File: src/rtl/core/vsa_pkg.sv
// Shared types, sizes and codes of the versioned snapshot array.
`default_nettype none

package vsa_pkg;

  localparam int NUM_INDICES   = 64;
  localparam int HISTORY_DEPTH = 16;
  localparam int VALUE_WIDTH   = 32;
  localparam int EPOCH_WIDTH   = 16;

  localparam int IDX_W  = (NUM_INDICES > 1) ? $clog2(NUM_INDICES) : 1;
  localparam int SLOT_W = $clog2(HISTORY_DEPTH);
  localparam int CNT_W  = $clog2(HISTORY_DEPTH + 1);
  localparam int ADDR_W = IDX_W + SLOT_W;
  localparam int WORD_W = EPOCH_WIDTH + VALUE_WIDTH;
  localparam int CMP_W  = (EPOCH_WIDTH > 16) ? EPOCH_WIDTH : 16;

  // Fixed field widths of the stream items.
  localparam int IN_IDX_W  = 6;
  localparam int DATA_W    = 32;
  localparam int SID_W     = 16;
  localparam int LEN_W     = 7;
  localparam int IN_TDATA_W  = 56;
  localparam int OUT_TDATA_W = 48;

  localparam logic [LEN_W-1:0]       LEN_RESET = LEN_W'(64);
  localparam logic [EPOCH_WIDTH-1:0] EPOCH_MAX = '1;

  typedef enum logic [1:0] {
    CMD_SET  = 2'd0,
    CMD_SNAP = 2'd1,
    CMD_GET  = 2'd2
  } cmd_e;

  typedef enum logic [1:0] {
    ST_OK    = 2'd0,
    ST_RANGE = 2'd1,
    ST_FULL  = 2'd2,
    ST_SAT   = 2'd3
  } status_e;

  typedef enum logic [2:0] {
    S_IDLE,
    S_DECODE,
    S_CNT,
    S_SET_CHK,
    S_GET_RD,
    S_GET_CMP,
    S_GET_FIN,
    S_DONE
  } ctrl_state_e;

  // Commands from the controller to the datapath.
  typedef struct packed {
    logic load_item;
    logic decode;
    logic cnt_use;
    logic set_exec;
    logic srch_rd;
    logic srch_cmp;
    logic fin_rd;
    logic fin_use;
    logic out_load;
  } ctrl_cmd_t;

  // Status from the datapath to the controller.
  typedef struct packed {
    logic is_set;
    logic is_get;
    logic oor;
    logic srch_more;
    logic out_free;
  } dp_sts_t;

endpackage

`default_nettype wire

File: src/rtl/core/vsa_ctrl.sv
// Sequencing state machine of the versioned snapshot array.
`default_nettype none

module vsa_ctrl (
  input  wire logic               clk_i,
  input  wire logic               rst_ni,
  input  wire logic               in_valid_i,
  output logic                    in_ready_o,
  input  wire vsa_pkg::dp_sts_t   sts_i,
  output vsa_pkg::ctrl_cmd_t      cmd_o
);

  vsa_pkg::ctrl_state_e state_q, state_d;

  always_ff @(posedge clk_i or negedge rst_ni) begin
    if (!rst_ni) begin
      state_q <= vsa_pkg::S_IDLE;
    end else begin
      state_q <= state_d;
    end
  end

  always_comb begin
    state_d = state_q;
    unique case (state_q)
      vsa_pkg::S_IDLE: begin
        if (in_valid_i) state_d = vsa_pkg::S_DECODE;
      end
      vsa_pkg::S_DECODE: begin
        if ((sts_i.is_set || sts_i.is_get) && !sts_i.oor) state_d = vsa_pkg::S_CNT;
        else state_d = vsa_pkg::S_DONE;
      end
      vsa_pkg::S_CNT: begin
        if (sts_i.is_set) state_d = vsa_pkg::S_SET_CHK;
        else state_d = vsa_pkg::S_GET_RD;
      end
      vsa_pkg::S_SET_CHK: state_d = vsa_pkg::S_DONE;
      vsa_pkg::S_GET_RD: begin
        if (sts_i.srch_more) state_d = vsa_pkg::S_GET_CMP;
        else state_d = vsa_pkg::S_GET_FIN;
      end
      vsa_pkg::S_GET_CMP: state_d = vsa_pkg::S_GET_RD;
      vsa_pkg::S_GET_FIN: state_d = vsa_pkg::S_DONE;
      vsa_pkg::S_DONE: begin
        if (sts_i.out_free) state_d = vsa_pkg::S_IDLE;
      end
      default: state_d = vsa_pkg::S_IDLE;
    endcase
  end

  always_comb begin
    cmd_o      = '0;
    in_ready_o = 1'b0;
    unique case (state_q)
      vsa_pkg::S_IDLE: begin
        in_ready_o      = 1'b1;
        cmd_o.load_item = in_valid_i;
      end
      vsa_pkg::S_DECODE:  cmd_o.decode   = 1'b1;
      vsa_pkg::S_CNT:     cmd_o.cnt_use  = 1'b1;
      vsa_pkg::S_SET_CHK: cmd_o.set_exec = 1'b1;
      vsa_pkg::S_GET_RD: begin
        cmd_o.srch_rd = sts_i.srch_more;
        cmd_o.fin_rd  = !sts_i.srch_more;
      end
      vsa_pkg::S_GET_CMP: cmd_o.srch_cmp = 1'b1;
      vsa_pkg::S_GET_FIN: cmd_o.fin_use  = 1'b1;
      vsa_pkg::S_DONE:    cmd_o.out_load = sts_i.out_free;
      default: ;
    endcase
  end

endmodule

`default_nettype wire

File: config.mk
export PLATFORM = sky130hd
export DESIGN_NAME = vsa_ctrl
export DESIGN_NICKNAME = d
export VERILOG_FILES = /design/src/rtl/core/vsa_pkg.sv /design/src/rtl/core/vsa_ctrl.sv
export SDC_FILE = /design/constraint.sdc
export NUM_CORES = 1
export LEC_CHECK = 0
export ABC_AREA = 0
export ABC_CLOCK_PERIOD_IN_PS = 1700
export BUFFER_PORTS_ARGS = -buffer_cell sky130_fd_sc_hd__buf_4
export CELL_PAD_IN_SITES_DETAIL_PLACEMENT = 1
export CELL_PAD_IN_SITES_GLOBAL_PLACEMENT = 1
export CORE_AREA = 2 2 39 41
export CTS_CLUSTER_DIAMETER = 100
export DETAILED_ROUTE_END_ITERATION = 7
export DIE_AREA = 0 0 41 43
export GPL_TIMING_DRIVEN = 0
export PLACE_DENSITY_LB_ADDON = 0.1
export SLEW_MARGIN = 30
export SYNTH_ARGS = -nofsm -noshare
export SYNTH_HDL_FRONTEND = slang
export SYNTH_SLANG_ARGS = --single-unit
File: constraint.sdc
create_clock -name clk_i -period 1.7 [get_ports clk_i]
set_input_delay 0.34 -clock clk_i [delete_from_list [all_inputs] [get_ports clk_i]]
set_output_delay 0.34 -clock clk_i [all_outputs]
set_load 0.02 [all_outputs]
# [After elaboration in Yosys (flattened, before gate mapping)]
# Index checks and enable logic that the tools add are counted.
# Widths: inputs -> output; s select.
[op_classes] add_sub_neg=0 n_eq_ne=9 order_cmp=0 n_mux=16 n_shift=0 div_mod_pow=0 n_reduce_logical=7 n_bitwise=0 mul=0
[ops] operator="$pmux 3 s7" count=1
[ops] operator="$eq 3x3->1 const B" count=4
[ops] operator="$mux 3" count=4
[ops] operator="$mux 1" count=10
[ops] operator="$eq 3x2->1 const B" count=2
[ops] operator="$ne 2x2->1 const B" count=2
[ops] operator="$eq 3x1->1 const B" count=1
[ops] operator="$logic_not 3->1" count=1
[ops] operator="$logic_not 1->1" count=2
[ops] operator="$mux 2" count=1
[ops] operator="$reduce_and 2->1" count=1
[ops] operator="$reduce_or 2->1" count=1
[ops] operator="$logic_and 1x1->1" count=1
[ops] operator="$logic_or 1x1->1" count=1
[totals] latchBits=0 elab_cells=33 n_memories=0 in_bits=8 register_bits=3 mem_bits_ro=0 output_inout_bits=10 ram_bits=0

# [Depth between registers and ports, before layout]
# Gate-level depths: netlist of the first run.
[logic_depth] depth_word=4 ltp_mapped=4 ltp_nobuf=3

# [Worst setup path before layout of the first run]
# No wires, ideal clock.
[synth_timing] path_kind="register -> output" start="register state_q[1]" end="output port cmd_o[2] in the netlist's numbering" t_arrival_ns=1.357 required_time_ns=1.360 slack_ns=0.003 n_path_buf=1 stages_incl_launch_ff=3 cell_sequence="dfrtp_1 buf_2 nor4b_1"
[synth_lines] item="from (decl)" line="vsa_ctrl.sv:13" source="vsa_pkg::ctrl_state_e state_q, state_d;"
[synth_lines] item="from (signal assigned)" line="vsa_ctrl.sv:17" source="state_q <= vsa_pkg::S_IDLE;"
[synth_lines] item="from (signal assigned)" line="vsa_ctrl.sv:19" source="state_q <= state_d;"
[synth_lines] item="to (decl)" line="vsa_ctrl.sv:10" source="output vsa_pkg::ctrl_cmd_t cmd_o"

==> results of run 1 <==
logic make-up (layout without fill, tap and decap cells):
kind of cell,Yosys count,in the layout,share of synthesized area
buffers and inverters,5,30,0.0811
flip-flops,3,3,0.270
AND/OR/NAND/NOR,17,17,0.437
AO/OA/AOI/OAI,9,9,0.212
worst min path at each step:
stage,endpoint,slack (ns),depth (start not counted)
2_1_floorplan,state_q[0]$_DFFE_PN0P_,0.04,0
3_5_place_dp,state_q[0]$_DFFE_PN0P_,0.13,1
3_3_place_gp,state_q[2]$_DFFE_PN0P_,0.13,1
5_1_grt,state_q[0]$_DFFE_PN0P_,0.35,3
6_report,state_q[0]$_DFFE_PN0P_,0.36,3
4_1_cts,state_q[0]$_DFFE_PN0P_,0.36,3
timing repair:
item                                    in CTS  in global routing
hold buffers                                 1                  0
hold endpoints to repair                     3                  0
gates resized for setup                      2                  7
pin swaps                                    0                  2
endpoints found under the setup margin       3                  3
gates cloned                                 0                  0
setup buffers                                0                  3
layout make-up:
cell class	count	area (sq um)	area share
Sequential cell	3	78.8	0.154
Buffer	3	26.3	0.0513
Inverter	2	7.51	0.0147
Tap cell	16	20.0	0.0391
Multi-Input combinational cell	26	193	0.377
Timing Repair Buffer	21	160	0.313
Clock buffer	4	26.3	0.0513
critical path, cell delays in order (launching register included):
cell and delay [ns]:
dfrtp_2 0.43, buf_6 0.15, nor3_4 0.20, and2_1 0.15, buf_4 0.13
layout by cell type (no fill, tap or decap):
| cell type | instances |
|---|---|
| and2_1 | 1 |
| nor3b_2 | 1 |
| o21bai_1 | 1 |
| a21oi_1 | 3 |
| nand2b_1 | 1 |
| a221o_1 | 1 |
| nor2b_1 | 1 |
| and3b_1 | 2 |
| clkbuf_4 | 4 |
| nand4b_1 | 1 |
| nor2_1 | 3 |
| buf_6 | 1 |
| nor4b_2 | 1 |
| nor3_4 | 1 |
| buf_4 | 21 |
| nand2_1 | 2 |
| dlygate4sd3_1 | 1 |
| a32oi_1 | 1 |
| nor4bb_1 | 1 |
| o21ai_1 | 1 |
| a211oi_1 | 1 |
| dfrtp_2 | 3 |
| o21ai_0 | 1 |
| inv_1 | 2 |
| nor3b_1 | 1 |
| and4_1 | 1 |
| clkbuf_1 | 1 |
metal layers:
metal | wire length, microns | vias to the layer above | global-route usage | share of wire
met5 | 0 | - | 0 | 0
met4 | 0 | 0 | 0.100 | 0
met3 | 40 | 0 | 0.0314 | 0.042
met2 | 479 | 11 | 0.159 | 0.50
met1 | 438 | 170 | 0.190 | 0.46
li1 | - | 175 | - | -
where the power goes:
part	total [mW]	internal, mW	switching [mW]	leakage [nW]
Clock	0.123	0.0879	0.0353	0.0150
Sequential	0.155	0.112	0.0427	0.0302
Combinational	0.586	0.288	0.298	0.201
metrics by stage:
step | setup WS (ns) | util
6_report | 0.0615 | 0.370
5_1_grt | -0.000960 | 0.370
4_1_cts | -0.0269 | 0.337
3_5_place_dp | 0.218 | 0.307
3_3_place_gp | 0.248 | 0.307
2_1_floorplan | 0.00331 | -
==> flow_summary.yaml, run 1 <==
worst_hold_path:
  hp-class: "in -> reg"
  hold_start: "in_valid_i"
timing:
  finalSetupViolations: 0
  fin_crit_ns: 1.64
  period_share: 0.964
  skew_ns: 0.00145
  fmax_mhz: 610
  setup_tns_ns: 0
  hold_ws_ns: 0.357
  relSlewSlack: 0.831
  slew_violations: 0
  finalHoldViolations: 0
  worst_pin_slew_ns: 0.250
floorplan:
  dieArea_sq_um: 1760
  die-width_microns: 41
  initial_core_util: 0.201
  dieHeight_microns: 43
  io-pin-count: 18
  rows: 14
  core-area_sq_um: 1380
setup_path:
  end_kind: "primary output"
  r2r-end: "state_q[0]$_DFFE_PN0P_"
  r2r_start: "state_q[1]$_DFFE_PN0P_"
  reg2regPathDepth: 4
  arrival_ns: 1.30
  crit_fanout: 10
  crit_start: "state_q[0]$_DFFE_PN0P_"
  r2r_setup_slack_ns: 0.35
  path_class: "reg -> out"
  cp-endpoint: "cmd_o[8]"
  startpoint_type: "flop"
  crit_required_ns: 1.36
synthesis:
  synth_nets: 42
  synth_top_cells_by_area: "dfrtp_1, and3b_1, a21oi_1, buf_2, nor3b_2"
  syn_avg_cell_area_sq_um: 8.17
  async_reset_ff_frac: 1.00
  synth_cell_type_count: 23
  ys.flop_type: "dfrtp_1"
  post_synth_inst_count: 34
  synth_edf_count: 0
  synth.yosys.seq_area_share: 0.270
  ys_warn_count: 0
  yosysTopAreaCell: "dfrtp_1"
  syn_area_sq_um: 278
  synth-seq-cells: 3
  synth_top_area_share: 0.270
  post_synth_most_frequent_cells: "a21oi_1, buf_2, dfrtp_1, nor2_1"
placed_design:
  place_congestion: 0.748
  port-buffer-count: 17
  place_inst: 67
  placed_area_sq_um: 425
  post-dp-hpwl_microns: 681
route:
  drt_iter0_drc: 5
  route.vias.total: 356
  drt_wl_total_microns: 957
  drc: 0
  detail_route.wl_per_cell_microns: 12.8
  firstDrtPassIters: 4
  vias_per_cell: 4.75
  antenna_left: 0
run:
  drv_cap: 0
power_and_ir_drop:
  leakage_nw: 0.246
  powerDensity_nw_per_um2: 1690
  peakVddDrop_mv: 0.650
  p_total_mw: 0.864
global_route:
  grt_pass1_vias: 331
  grtUsageTotal: 0.132
  grt_max_degree: 11
  grt_overflow: 0
  antenna_found_initial: 0
  grt_pass1_wl_microns: 1520
cells_and_area:
  fin_area_sq_um: 512
  regMostFlops: "state_q"
  nets: 68
  syn_to_final_growth_pct: 84.2
  fillCellCount: 182
  antennaDiodeCount: 0
  largest_reg_flops: 3
  reg.largest.list: "state_q x3"
  fin_cells: 75
  drive_above_1_share: 0.542
clocking:
  clk_path_buf_depth: 2
  clkSlewWorstSetupHoldPaths_ns: 0.04
  cts_inserted_buffers: 3
  cts_sinks: 3
  h-tree-depth: 1
  tritoncts: "built"
  cts-root-buf: "clkbuf_4"
  worstSkewPairLatency_ns: 0.23
status:
  status: "complete, no violations"
No activity file was read; power rests on OpenSTA's default activity.
==> run 2, diff against run 1 <==
--- a/config.mk
+++ b/config.mk
@@ -5,7 +5,7 @@
 export SDC_FILE = /design/constraint.sdc
 export NUM_CORES = 1
 export LEC_CHECK = 0
-export ABC_AREA = 0
+export ABC_AREA = 1
 export ABC_CLOCK_PERIOD_IN_PS = 1700
 export BUFFER_PORTS_ARGS = -buffer_cell sky130_fd_sc_hd__buf_4
 export CELL_PAD_IN_SITES_DETAIL_PLACEMENT = 1
@@ -20,3 +20,4 @@
 export SYNTH_ARGS = -nofsm -noshare
 export SYNTH_HDL_FRONTEND = slang
 export SYNTH_SLANG_ARGS = --single-unit
+export TNS_END_PERCENT = 5
==> flow_summary.yaml, run 2 <==
timing:
  worst_pin_slew_ns: 0.242
  fin_crit_ns: 1.55
  slew_violations: 0
  finalHoldViolations: 0
  setup_tns_ns: 0
  fmax_mhz: 644
  relSlewSlack: 0.837
  rsz0062_at_grt: "no"
  period_share: 0.913
  finalSetupViolations: 0
  hold_ws_ns: 0.379
  skew_ns: 0.00215
  fin_ws_ns: 0.147
setup_path:
  r2r-end: "state_q[0]$_DFFE_PN0P_"
  startpoint_type: "flop"
  crit_buf_inv: 2
  arrival_ns: 1.21
  path_class: "reg -> out"
  critPathSlowestCell: "dfrtp_2"
  r2r_setup_slack_ns: 0.58
  crit_fanout: 8
  worstPathCellList: "inv_2 -> nor4_1 -> buf_4"
  critPathTopFamily: "flip-flops"
  reg2regPathDepth: 7
  crit_start: "state_q[2]$_DFFE_PN0P_"
  crit_required_ns: 1.36
  r2r_start: "state_q[0]$_DFFE_PN0P_"
  end_kind: "primary output"
  cpPeakStageDelay_ns: 0.43
power_and_ir_drop:
  peakVddDrop_mv: 0.586
  powerDensity_nw_per_um2: 1840
  leakage_nw: 0.281
route:
  detail_route.wl_per_cell_microns: 10.0
  vias_per_cell: 4.31
  wl_met2_microns: 373
  route.vias.total: 371
  firstDrtPassIters: 2
  routed.top_layer: "met3"
  met3WireLength_microns: 57
  drt_iter0_drc: 2
  m1WireLength_microns: 430
  drc: 0
  antenna_left: 0
  drt_wl_total_microns: 861
placed_design:
  post-dp-hpwl_microns: 694
  port-buffer-count: 17
  post-place-ws_ns: 0.291
  place_congestion: 0.767
clocking:
  worstSkewPairLatency_ns: 0.23
  tritoncts: "built"
  clkSlewWorstSetupHoldPaths_ns: 0.04
  cts_sinks: 3
  cts_inserted_buffers: 3
  cts-root-buf: "clkbuf_4"
  h-tree-depth: 1
  clk_path_buf_depth: 2
floorplan:
  dieHeight_microns: 43
  die-width_microns: 41
  dieArea_sq_um: 1760
  io-pin-count: 18
  core-area_sq_um: 1380
  initial_core_util: 0.205
  rows: 14
cells_and_area:
  final_cell_mix: "buf_4, nor2_1, inv_1, nand3_1, nand2_1"
  syn_to_final_growth_pct: 65.2
  final_common_cell: "buf_4"
  largest_reg_flops: 3
  regMostFlops: "state_q"
  nets: 79
  drive_above_1_share: 0.400
  fillCellCount: 194
  antennaDiodeCount: 0
  reg.largest.list: "state_q x3"
  final_util: 0.339
synthesis:
  synth-seq-cells: 3
  synth_top_area_share: 0.264
  synth_edf_count: 0
  synth_top_cells_by_area: "dfrtp_1, nor2_1, nand3_1, inv_1, nand2_1"
  async_reset_ff_frac: 1.00
  synth.most_common_cell: "nor2_1"
  ys_warn_count: 0
  post_synth_inst_count: 48
  syn_area_sq_um: 284
  yosysTopAreaCell: "dfrtp_1"
  synth.yosys.seq_area_share: 0.264
  synth_nets: 56
  post_synth_most_frequent_cells: "nor2_1, inv_1, nand2_1, nand3_1"
  syn_avg_cell_area_sq_um: 5.92
  synth_cell_type_count: 15
  ys.flop_type: "dfrtp_1"
worst_hold_path:
  hold_start: "sts_i[4]"
  hp-class: "in -> reg"
  hold_end: "state_q[1]$_DFFE_PN0P_"
  hold_path_depth: 3
global_route:
  grt_max_degree: 11
  grt_overflow: 0
  grtUsageTotal: 0.113
  grt_pass1_wl_microns: 1360
  grt_pass1_vias: 330
  antenna_found_initial: 0
run:
  drv_cap: 0
status:
  status: "complete, no violations"
## run 2: cell types whose count changed after synthesis, moves of 3 or more
cell,change
nand2_1,+4
buf_2,-3
nor2_1,+8
nand4_1,+3
inv_1,+5
nand3_1,+6
inv_2,+3
## run 2: cell families after synthesis
| kind of cell | share of synthesized area |
|---|---|
| AO/OA/AOI/OAI | 0.0617 |
| AND/OR/NAND/NOR | 0.502 |
| buffers and inverters | 0.172 |
| flip-flops | 0.264 |
## run 2: area by class of cell
type                       count  area, sq um  area share
timing repair buffer          18          138       0.293
tap                           16         20.0      0.0427
buffer                         1         11.3      0.0240
multi-input combinational     34          160       0.341
sequential                     3         76.3       0.163
clock buffer                   4         26.3      0.0560
inverter                      10         37.5      0.0800
## run 2: per-stage QoR
stage	instances	total power, mW	area (sq um)
after floorplan	48	0.547	284
after global placement	81	0.747	432
after detailed placement	81	0.742	432
after CTS	86	0.882	468
after global routing	86	0.955	469
final	86	0.862	469
## run 2: routing by layer
metal	vias up	track usage
met5	-	0
met4	0	0.0200
met3	0	0.0628
met2	12	0.147
met1	164	0.161
li1	195	-
## run 2: worst max-delay path by stage
stage / to / slack [ns] / depth (start not counted)
floorplan: cmd_o[4] / 0.15 / 2
global placement: cmd_o[4] / 0.30 / 3
detailed placement: cmd_o[4] / 0.29 / 3
CTS: cmd_o[4] / 0.03 / 3
global route: cmd_o[4] / 0.05 / 3
finish: cmd_o[4] / 0.15 / 3
## run 2: what timing repair did
item                                    CTS  global route
buffers inserted                          0             0
gates resized for setup                   0             1
endpoints found under the setup margin    0             1
hold buffers                              1             0
hold endpoints to repair                  3             0
## run 2: where the power goes
part	switching, mW	internal, mW
clock network	0.0367	0.0879
logic	0.340	0.225
registers	0.0583	0.113
## run 2: worst min-delay path, cell delays in order
cell and delay (ns):
buf_4 0.10, a21oi_1 0.07, nand4_1 0.07
==> run 3, diff against run 2 <==
--- a/config.mk
+++ b/config.mk
@@ -7,7 +7,7 @@
 export LEC_CHECK = 0
 export ABC_AREA = 1
 export ABC_CLOCK_PERIOD_IN_PS = 1700
-export BUFFER_PORTS_ARGS = -buffer_cell sky130_fd_sc_hd__buf_4
+export BUFFER_PORTS_ARGS = -buffer_cell sky130_fd_sc_hd__buf_2
 export CELL_PAD_IN_SITES_DETAIL_PLACEMENT = 1
 export CELL_PAD_IN_SITES_GLOBAL_PLACEMENT = 1
 export CORE_AREA = 2 2 39 41
==> flow_summary.yaml, run 3 (synthesized netlist as in run 2, its figures left out) <==
route:
  drt_wl_total_microns: 807
  route.vias.total: 350
  drc: 0
  vias_per_cell: 4.07
  detail_route.wl_per_cell_microns: 9.38
  antenna_left: 0
  drt_iter0_drc: 2
  firstDrtPassIters: 2
timing:
  slew_violations: 0
  fmax_mhz: 643
  setup_tns_ns: 0
  fin_crit_ns: 1.56
  worst_pin_slew_ns: 0.236
  finalSetupViolations: 0
  period_share: 0.915
  finalHoldViolations: 0
  rsz0062_at_grt: "no"
  relSlewSlack: 0.841
  skew_ns: 0.000822
setup_path:
  r2r_start: "state_q[0]$_DFFE_PN0P_"
  reg2regPathDepth: 7
  cp-endpoint: "cmd_o[4]"
  path_class: "reg -> out"
  r2r_setup_slack_ns: 0.59
  startpoint_type: "flop"
  crit_start: "state_q[1]$_DFFE_PN0P_"
  worstPathCellList: "buf_6 -> nor4_1 -> buf_2"
  end_kind: "primary output"
  crit_required_ns: 1.36
  crit_fanout: 10
  cpPeakStageDelay_ns: 0.36
  critPathSlowestCell: "dfrtp_1"
  r2r-end: "state_q[0]$_DFFE_PN0P_"
  arrival_ns: 1.22
global_route:
  grt.met1_usage: 0.168
  grtUsageTotal: 0.108
  antenna_found_initial: 0
  grt_max_degree: 11
  top_usage_layer: "met1"
  grt_pass1_vias: 326
  grt_use_met3: 0.0314
  use_met2: 0.134
  grt_overflow: 0
  grt_pass1_wl_microns: 1310
floorplan:
  initial_core_util: 0.205
  dieArea_sq_um: 1760
  rows: 14
  io-pin-count: 18
  dieHeight_microns: 43
  die-width_microns: 41
  core-area_sq_um: 1380
cells_and_area:
  fillCellCount: 200
  ff_latch_area_sq_um: 76.3
  antennaDiodeCount: 0
  regMostFlops: "state_q"
  final_cell_mix: "buf_2, nor2_1, inv_1, nand3_1, nand2_1"
  multiInputGateArea_sq_um: 160
  largest_reg_flops: 3
  reg.largest.list: "state_q x3"
  nets: 79
  syn_to_final_growth_pct: 50.2
  drive_above_1_share: 0.400
  final_common_cell: "buf_2"
power_and_ir_drop:
  p_total_mw: 0.806
  powerDensity_nw_per_um2: 1890
  leakage_nw: 0.274
  peakVddDrop_mv: 0.406
clocking:
  clkSlewWorstSetupHoldPaths_ns: 0.03
  cts_setup_buffers: 0
  cts-root-buf: "clkbuf_4"
  worstSkewPairLatency_ns: 0.23
  cts_sinks: 3
  h-tree-depth: 1
  tritoncts: "built"
  cts_inserted_buffers: 3
  clk_path_buf_depth: 2
placed_design:
  post-dp-hpwl_microns: 674
  place_congestion: 0.699
  port-buffer-count: 17
status:
  status: "complete, no violations"
run:
  drv_cap: 0
worst_hold_path:
  hp-class: "in -> reg"
[run 3: timing repair]
action,in CTS,in global routing
gates resized for setup,0,1
setup endpoints to repair,0,1
endpoints found under the hold margin,3,0
hold buffers,1,0
[run 3: worst min path at each step]
stage             start                      to  slack, ns  cells past startpoint
2_1_floorplan    rst_ni  state_q[0]$_DFFE_PN0P_       0.04                      0
3_3_place_gp     rst_ni  state_q[1]$_DFFE_PN0P_       0.14                      1
3_5_place_dp     rst_ni  state_q[1]$_DFFE_PN0P_       0.14                      1
4_1_cts        sts_i[4]  state_q[1]$_DFFE_PN0P_       0.41                      3
5_1_grt        sts_i[4]  state_q[1]$_DFFE_PN0P_       0.43                      3
6_report       sts_i[4]  state_q[1]$_DFFE_PN0P_       0.42                      3
[run 3: metrics by stage]
| stage | utilization | cell area [sq um] | setup slack [ns] | hold slack, ns | instances |
|---|---|---|---|---|---|
| 5_1_grt | 0.308 | 427 | 0.0175 | 0.435 | 86 |
| 3_3_place_gp | 0.281 | 389 | 0.305 | 0.136 | 81 |
| 4_1_cts | 0.307 | 425 | 0.0623 | 0.410 | 86 |
| 3_5_place_dp | 0.281 | 389 | 0.323 | 0.138 | 81 |
| 2_1_floorplan | - | 284 | 0.146 | 0.0444 | 48 |
| 6_report | 0.308 | 427 | 0.144 | 0.415 | 86 |
[run 3: critical path, delay by kind of cell (launching register included)]
family | cells | cell delay, ns
DFF | 1 | 0.36
and+or+nand+nor | 1 | 0.28
buffers and inverters | 2 | 0.35
[run 3: report_power, final]
group	total, mW	internal [mW]	switching, mW
Sequential	0.166	0.113	0.0527
Clock	0.120	0.0877	0.0324
Combinational	0.520	0.184	0.336
Total	0.806	0.385	0.421
[run 3: area by class of cell]
class | instances | share of cell area
plain buffers | 1 | 0.0264
clock buffers | 4 | 0.0616
inverters | 10 | 0.0880
multi-input cells | 34 | 0.375
flip-flops and latches | 3 | 0.179
well taps | 16 | 0.0469
repair buffers | 18 | 0.223
[run 3: routing by layer]
metal  vias to the layer above  share of wire
met3                         0          0.056
met2                        10           0.45
li1                        194              -
met4                         0              0
met5                         -              0
met1                       146           0.49
